<file path="config.mk">
export PLATFORM = sky130hd
export DESIGN_NAME = repeated_array_max_subarray_sum_core
export DESIGN_NICKNAME = d
export VERILOG_FILES = /design/src/rtl/rams_pkg.sv /design/src/rtl/repeated_array_max_subarray_sum_core.sv
export SDC_FILE = /design/constraint.sdc
export NUM_CORES = 2
export LEC_CHECK = 0
export BUFFER_PORTS_ARGS = -buffer_cell sky130_fd_sc_hd__buf_2
export CAP_MARGIN = 20
export CORE_MARGIN = 10
export CORE_UTILIZATION = 30
export DETAILED_ROUTE_END_ITERATION = 12
export GPL_ROUTABILITY_DRIVEN = 0
export GPL_TIMING_DRIVEN = 0
export PLACE_DENSITY = 0.48
export SETUP_SLACK_MARGIN = 0.02
export SLEW_MARGIN = 20
export SYNTH_ARGS = -nofsm -noshare
export SYNTH_HDL_FRONTEND = slang
export SYNTH_SLANG_ARGS = --single-unit
</file>
<file path="constraint.sdc">
create_clock -name aclk -period 10 [get_ports aclk]
set_clock_uncertainty 0.05 [all_clocks]
set_input_delay 2 -clock aclk [delete_from_list [all_inputs] [get_ports aclk]]
set_output_delay 2 -clock aclk [all_outputs]
set_load 0.03 [all_outputs]
</file>
<file path="src/rtl/rams_pkg.sv">
package rams_pkg;

    localparam int ELEMENT_WIDTH_DEF  = 24;
    localparam int ACC_WIDTH_DEF      = 48;
    localparam int REPEAT_WIDTH       = 16;
    localparam int RESULT_WIDTH       = 64;
    localparam int APB_ADDR_WIDTH     = 3;
    localparam int APB_DATA_WIDTH     = 32;
    localparam int REG_INDEX_WIDTH    = APB_ADDR_WIDTH - 2;

    // register map, by word index
    localparam logic [REG_INDEX_WIDTH-1:0] REG_REPEAT_COUNT = '0;

    localparam logic [REPEAT_WIDTH-1:0] REPEAT_COUNT_RESET = REPEAT_WIDTH'(1);

    typedef logic signed [RESULT_WIDTH-1:0] result_t;
    typedef logic signed [RESULT_WIDTH:0]   wide_sum_t;

    localparam result_t RESULT_MAX = {1'b0, {(RESULT_WIDTH-1){1'b1}}};
    localparam result_t RESULT_MIN = {1'b1, {(RESULT_WIDTH-1){1'b0}}};

    // clamp a one-bit-wider sum into the result range
    function automatic result_t sat_result(input wide_sum_t s);
        result_t r;
        if (s[RESULT_WIDTH] != s[RESULT_WIDTH-1]) begin
            r = s[RESULT_WIDTH] ? RESULT_MIN : RESULT_MAX;
        end else begin
            r = s[RESULT_WIDTH-1:0];
        end
        return r;
    endfunction

endpackage

</file>
<file path="src/rtl/repeated_array_max_subarray_sum_core.sv">
// Streams signed array elements, one beat per cycle, and on the beat marked
// last returns the largest non-empty subarray sum over the array repeated
// repeat_count times (a count of 0 or 1 means one copy), saturated to 64 bits.
// The running accumulators saturate at ACC_WIDTH bits and clear after every
// last beat, so the next array may follow in the very next cycle. Elements
// are taken at one per cycle; the result of an array is registered through
// three stages of final combination, whose 64x16 multiply is split into two
// partial products, the last stage loading the output register. Input ready
// drops only when the result stages are full and the output is stalled.
// repeat_count sits at byte address 0 of the APB port and must only be
// written while the block holds no array in progress.
module repeated_array_max_subarray_sum_core #(
    parameter int ELEMENT_WIDTH = rams_pkg::ELEMENT_WIDTH_DEF,
    parameter int ACC_WIDTH     = rams_pkg::ACC_WIDTH_DEF
) (
    input  logic                                  aclk,
    input  logic                                  aresetn,

    input  logic                                  s_valid,
    output logic                                  s_ready,
    input  logic signed [ELEMENT_WIDTH-1:0]       s_element,
    input  logic                                  s_last,

    output logic                                  m_valid,
    input  logic                                  m_ready,
    output logic signed [rams_pkg::RESULT_WIDTH-1:0] m_max_sum,

    input  logic                                  psel,
    input  logic                                  penable,
    input  logic                                  pwrite,
    input  logic [rams_pkg::APB_ADDR_WIDTH-1:0]   paddr,
    input  logic [rams_pkg::APB_DATA_WIDTH-1:0]   pwdata,
    output logic [rams_pkg::APB_DATA_WIDTH-1:0]   prdata,
    output logic                                  pready
);
    import rams_pkg::*;

    typedef logic signed [ACC_WIDTH-1:0] acc_t;
    typedef logic signed [ACC_WIDTH:0]   acc_wide_t;

    localparam acc_t ACC_MAX = {1'b0, {(ACC_WIDTH-1){1'b1}}};
    localparam acc_t ACC_MIN = {1'b1, {(ACC_WIDTH-1){1'b0}}};
    localparam int   LO_WIDTH = 32;
    localparam int   HI_WIDTH = RESULT_WIDTH - 1 - LO_WIDTH;
    localparam int   PROD_WIDTH = RESULT_WIDTH + REPEAT_WIDTH;

    typedef logic [PROD_WIDTH-1:0] prod_t;

    function automatic acc_t acc_add(input acc_t a, input acc_t b);
        acc_wide_t s;
        acc_t      r;
        s = (ACC_WIDTH+1)'(a) + (ACC_WIDTH+1)'(b);
        if (s[ACC_WIDTH] != s[ACC_WIDTH-1]) begin
            r = s[ACC_WIDTH] ? ACC_MIN : ACC_MAX;
        end else begin
            r = s[ACC_WIDTH-1:0];
        end
        return r;
    endfunction

    // ---------------- configuration ----------------
    logic [REPEAT_WIDTH-1:0]    repeat_count_reg;
    logic [REG_INDEX_WIDTH-1:0] reg_index;
    logic                       cfg_write;

    assign reg_index = paddr[APB_ADDR_WIDTH-1:2];
    assign cfg_write = psel && penable && pwrite && pready;
    assign pready    = 1'b1;

    always_ff @(posedge aclk) begin
        if (!aresetn) begin
            repeat_count_reg <= REPEAT_COUNT_RESET;
        end else if (cfg_write && reg_index == REG_REPEAT_COUNT) begin
            repeat_count_reg <= pwdata[REPEAT_WIDTH-1:0];
        end
    end

    always_comb begin
        unique case (reg_index)
            REG_REPEAT_COUNT: prdata = APB_DATA_WIDTH'(repeat_count_reg);
            default:          prdata = '0;
        endcase
    end

    // ---------------- pipeline flow control ----------------
    logic p1_valid_reg, p2_valid_reg, p3_valid_reg, out_valid_reg;
    logic out_free, p3_free, p2_free, p1_free;
    logic in_beat;

    assign out_free = !out_valid_reg || m_ready;
    assign p3_free  = !p3_valid_reg || out_free;
    assign p2_free  = !p2_valid_reg || p3_free;
    assign p1_free  = !p1_valid_reg || p2_free;
    assign s_ready  = p1_free;
    assign in_beat  = s_valid && s_ready;

    // ---------------- running accumulators ----------------
    acc_t run_sum_reg, best_run_reg, total_sum_reg, best_prefix_reg, lpp_reg;
    logic seen_any_reg;
    acc_t x_acc, run_add, total_add, lpp_upd, best_run_upd, best_prefix_upd, run_clip;

    assign x_acc     = ACC_WIDTH'(s_element);
    assign run_add   = acc_add(run_sum_reg, x_acc);
    assign total_add = acc_add(total_sum_reg, x_acc);
    // total before this element is a proper prefix
    assign lpp_upd   = (total_sum_reg < lpp_reg) ? total_sum_reg : lpp_reg;
    assign best_run_upd    = (!seen_any_reg || run_add > best_run_reg) ? run_add : best_run_reg;
    assign best_prefix_upd = (!seen_any_reg || total_add > best_prefix_reg)
                             ? total_add : best_prefix_reg;
    assign run_clip  = run_add[ACC_WIDTH-1] ? '0 : run_add;

    always_ff @(posedge aclk) begin
        if (!aresetn) begin
            run_sum_reg     <= '0;
            total_sum_reg   <= '0;
            lpp_reg         <= '0;
            best_run_reg    <= '0;
            best_prefix_reg <= '0;
            seen_any_reg    <= 1'b0;
        end else if (in_beat) begin
            if (s_last) begin
                run_sum_reg   <= '0;
                total_sum_reg <= '0;
                lpp_reg       <= '0;
                seen_any_reg  <= 1'b0;
            end else begin
                run_sum_reg     <= run_clip;
                total_sum_reg   <= total_add;
                lpp_reg         <= lpp_upd;
                best_run_reg    <= best_run_upd;
                best_prefix_reg <= best_prefix_upd;
                seen_any_reg    <= 1'b1;
            end
        end
    end

    // ---------------- stage 1: suffix and partial products ----------------
    acc_t                    p1_best_run_reg, p1_total_reg, p1_best_prefix_reg, p1_lpp_reg;
    logic                    p1_wrap_en_reg;
    logic [REPEAT_WIDTH-1:0] p1_mult_reg;

    always_ff @(posedge aclk) begin
        if (!aresetn) begin
            p1_valid_reg <= 1'b0;
        end else if (p1_free) begin
            p1_valid_reg <= in_beat && s_last;
        end
    end

    always_ff @(posedge aclk) begin
        if (p1_free && in_beat && s_last) begin
            p1_best_run_reg    <= best_run_upd;
            p1_total_reg       <= total_add;
            p1_best_prefix_reg <= best_prefix_upd;
            p1_lpp_reg         <= lpp_upd;
            p1_wrap_en_reg     <= repeat_count_reg >= REPEAT_WIDTH'(2);
            p1_mult_reg        <= repeat_count_reg - REPEAT_WIDTH'(2);
        end
    end

    result_t                            suffix_sat;
    logic [RESULT_WIDTH-1:0]            total_pos;
    logic [LO_WIDTH+REPEAT_WIDTH-1:0]   pp_lo;
    logic [HI_WIDTH+REPEAT_WIDTH-1:0]   pp_hi;

    assign suffix_sat = sat_result(wide_sum_t'(p1_total_reg) - wide_sum_t'(p1_lpp_reg));
    // only a positive total adds middle copies
    assign total_pos  = (p1_total_reg > acc_t'(0)) ? RESULT_WIDTH'(p1_total_reg) : '0;
    assign pp_lo = (LO_WIDTH+REPEAT_WIDTH)'(total_pos[LO_WIDTH-1:0])
                 * (LO_WIDTH+REPEAT_WIDTH)'(p1_mult_reg);
    assign pp_hi = (HI_WIDTH+REPEAT_WIDTH)'(total_pos[RESULT_WIDTH-2:LO_WIDTH])
                 * (HI_WIDTH+REPEAT_WIDTH)'(p1_mult_reg);

    // ---------------- stage 2: prefix plus suffix, product assembly ----------------
    result_t                          p2_suffix_reg, p2_best_run_reg, p2_best_prefix_reg;
    logic [LO_WIDTH+REPEAT_WIDTH-1:0] p2_pp_lo_reg;
    logic [HI_WIDTH+REPEAT_WIDTH-1:0] p2_pp_hi_reg;
    logic                             p2_wrap_en_reg;

    always_ff @(posedge aclk) begin
        if (!aresetn) begin
            p2_valid_reg <= 1'b0;
        end else if (p2_free) begin
            p2_valid_reg <= p1_valid_reg;
        end
    end

    always_ff @(posedge aclk) begin
        if (p2_free) begin
            p2_suffix_reg      <= suffix_sat;
            p2_best_run_reg    <= RESULT_WIDTH'(p1_best_run_reg);
            p2_best_prefix_reg <= RESULT_WIDTH'(p1_best_prefix_reg);
            p2_pp_lo_reg       <= pp_lo;
            p2_pp_hi_reg       <= pp_hi;
            p2_wrap_en_reg     <= p1_wrap_en_reg;
        end
    end

    result_t ps_sat, middle;
    prod_t   prod;

    assign ps_sat = sat_result(wide_sum_t'(p2_best_prefix_reg) + wide_sum_t'(p2_suffix_reg));
    assign prod   = (PROD_WIDTH'(p2_pp_hi_reg) << LO_WIDTH) + PROD_WIDTH'(p2_pp_lo_reg);
    assign middle = (prod > PROD_WIDTH'(RESULT_MAX)) ? RESULT_MAX : prod[RESULT_WIDTH-1:0];

    // ---------------- stage 3: wrap-around sum and final pick ----------------
    result_t p3_ps_reg, p3_middle_reg, p3_best_run_reg;
    logic    p3_wrap_en_reg;

    always_ff @(posedge aclk) begin
        if (!aresetn) begin
            p3_valid_reg <= 1'b0;
        end else if (p3_free) begin
            p3_valid_reg <= p2_valid_reg;
        end
    end

    always_ff @(posedge aclk) begin
        if (p3_free) begin
            p3_ps_reg       <= ps_sat;
            p3_middle_reg   <= middle;
            p3_best_run_reg <= p2_best_run_reg;
            p3_wrap_en_reg  <= p2_wrap_en_reg;
        end
    end

    result_t wrap_sum, answer;

    assign wrap_sum = sat_result(wide_sum_t'(p3_ps_reg) + wide_sum_t'(p3_middle_reg));
    assign answer   = (p3_wrap_en_reg && wrap_sum > p3_best_run_reg) ? wrap_sum : p3_best_run_reg;

    // ---------------- output register ----------------
    result_t out_sum_reg;

    always_ff @(posedge aclk) begin
        if (!aresetn) begin
            out_valid_reg <= 1'b0;
        end else if (out_free) begin
            out_valid_reg <= p3_valid_reg;
        end
    end

    always_ff @(posedge aclk) begin
        if (out_free) begin
            out_sum_reg <= answer;
        end
    end

    assign m_valid   = out_valid_reg;
    assign m_max_sum = out_sum_reg;

endmodule

</file>
==> impl_metrics.json <==
{
  "max_cap_violations": 0,
  "syn_area_per_cell_sq_um": 9.83,
  "grt_pass1_vias": 65900,
  "arrival_ns": 10.15,
  "via_per_inst": 5.08,
  "synthCells": 8517,
  "overflow": 0,
  "cts.path.max_buffers": 3,
  "crit_type": "reg2reg",
  "tns_ns": 0,
  "drt_wl_total_um": 289000,
  "vias": 64600,
  "drt.antenna.violating_nets": 0,
  "dpl_worst_slack_ns": -1.18,
  "synth.distinct_cells": 103,
  "synth_seq_cells": 951,
  "fin_area_sq_mm": 0.0939,
  "drtIter0Drc": 5389,
  "cp_slowest_cell": "edfxtp_1",
  "end_kind": "flop",
  "die-area_sq_mm": 0.301,
  "rsz0062_at_grt": "true",
  "hold_buffers": 0,
  "required_ns": 10.43,
  "crit_start": "p1_total_reg[13]",
  "firstDrtPassIters": 6,
  "insertion_delay_ns": 0.76,
  "synth_area_sq_mm": 0.0837,
  "synthTopCellsByCount": "inv_1, nand2_1, fa_1",
  "min_from": "p1_best_run_reg[17]",
  "remaining_drc_errors": 0,
  "ios": 166,
  "synth_flop_cell": "edfxtp_1",
  "critPathMaxStageDelay_ns": 0.56,
  "io_buffers": 130,
  "fin_crit_sh_pct": 97.2,
  "async_flop_share_pct": 0,
  "die_h_um": 548,
  "cts_buffers": 111,
  "worstMarginPinSlew_ns": 1.23,
  "start_util_pct": 30.2,
  "syn_to_final_growth_pct": 12.2,
  "htreeDepth": 3,
  "max_freq_mhz": 103,
  "stdcell_count": 12700,
  "r2r_start": "p1_total_reg[13]",
  "clkSinkCount": 951,
  "period_needed_ns": 9.72,
  "final_layout_size_suffix_gt1_share_pct": 7.69,
  "yosys_warnings": 0,
  "cts_root_buffer": "clkbuf_16",
  "clk_pin_slew_ns": 0.06,
  "wl_per_cell_um": 22.7,
  "cts_tree": "yes",
  "status": "finished clean",
  "final-max-slew-violation-count": 0,
  "synth_most_common_cell": "inv_1",
  "grt_start_max_net_pins": 106,
  "layout.nets": 10400,
  "finalSetupViolCount": 0,
  "crit_top_cell": "fa_1",
  "grt_pass1_wl_um": 431000,
  "synthTopCellsByArea": "edfxtp_1, fa_1, ha_1",
  "hold_violations": 0,
  "cpLargestDelayFamily": "adder cells",
  "die_width_um": 548,
  "ys_seq_area_share_pct": 31.0,
  "finalWorstSetupSlack_ns": 0.279,
  "rows": 193,
  "synth_largest_area_cell": "edfxtp_1",
  "min_path_type": "reg2reg",
  "critical_path_buf_inv_count": 7,
  "netlist.area_leader.share_pct": 24.8,
  "antenna_found_initial": 31,
  "dpl-instance-area_sq_mm": 0.0896,
  "grt_util_all_layers_pct": 18.8,
  "slew_headroom_pct": 17.3,
  "critPathMaxFanout": 10,
  "coreArea_sq_mm": 0.277,
  "post-dp-hpwl_um": 235000,
  "synth_edf_count": 691,
  "start_kind": "flop",
  "placedCellCount": 12400
}
## worst paths after layout
kind	endpoint	cells past startpoint	slack, ns
max reg2reg	p2_pp_lo_reg[47]	30	0.28
max	p2_pp_lo_reg[47]	30	0.28
min reg2reg	p2_best_run_reg[17]	0	0.37
min	p2_best_run_reg[17]	0	0.37
## layout by cell type, fill, tap and decap left out, types with 216 or more instances in the layout
master | netlist | layout
a21o_1 | 303 | 303
a21oi_1 | 510 | 509
and3_1 | 356 | 356
clkbuf_1 | 354 | 347
dfxtp_1 | 260 | 260
edfxtp_1 | 691 | 691
fa_1 | 731 | 731
ha_1 | 722 | 722
inv_1 | 1145 | 1142
nand2_1 | 832 | 831
nor2_1 | 273 | 272
o21ai_0 | 371 | 369
xnor2_1 | 219 | 216
## layout make-up
cell class	instances	area (sq um)
antenna	11	27.5
buffer	406	1720
clock buffer	146	3010
clock inverter	63	753
fill	28500	183000
inverter	1146	4320
multi-input combinational	6095	52200
sequential	951	26000
tap	3705	4640
timing repair buffer	189	1260
## stage by stage
| step | util, % | hold slack [ns] |
|---|---|---|
| floorplan | - | 0.350 |
| global placement | 32.2 | 0.356 |
| detailed placement | 32.3 | 0.355 |
| CTS | 33.8 | 0.367 |
| global route | 33.9 | 0.373 |
| finish | 33.9 | 0.367 |
## per-layer routing
metal	routed length, um	global-route usage [%]	vias up
li1	-	-	30000
met1	135000	26.8	32200
met2	126000	29.3	1962
met3	17900	2.76	373
met4	10200	5.61	12
met5	89	0	-
## timing repair
item	4_1_cts	5_1_grt
pin swaps	0	1
gates resized for setup	19	50
endpoints found under the setup margin	100	138
buffers inserted	40	7
## cell families after synthesis
group           after synthesis  synth area share (%)
simple gates               2173                  12.8
flops                       951                  31.0
fa+ha+maj                  1461                  28.4
xor+xnor                    357                  3.74
buf+inv                    1557                  7.17
mux                         155                  2.07
other cells                   2               0.00897
compound gates             1861                  14.8
Power is left out: the tool's default activity adds up to more than one toggle a clock period on the data nets, which glitch-free logic cannot reach.
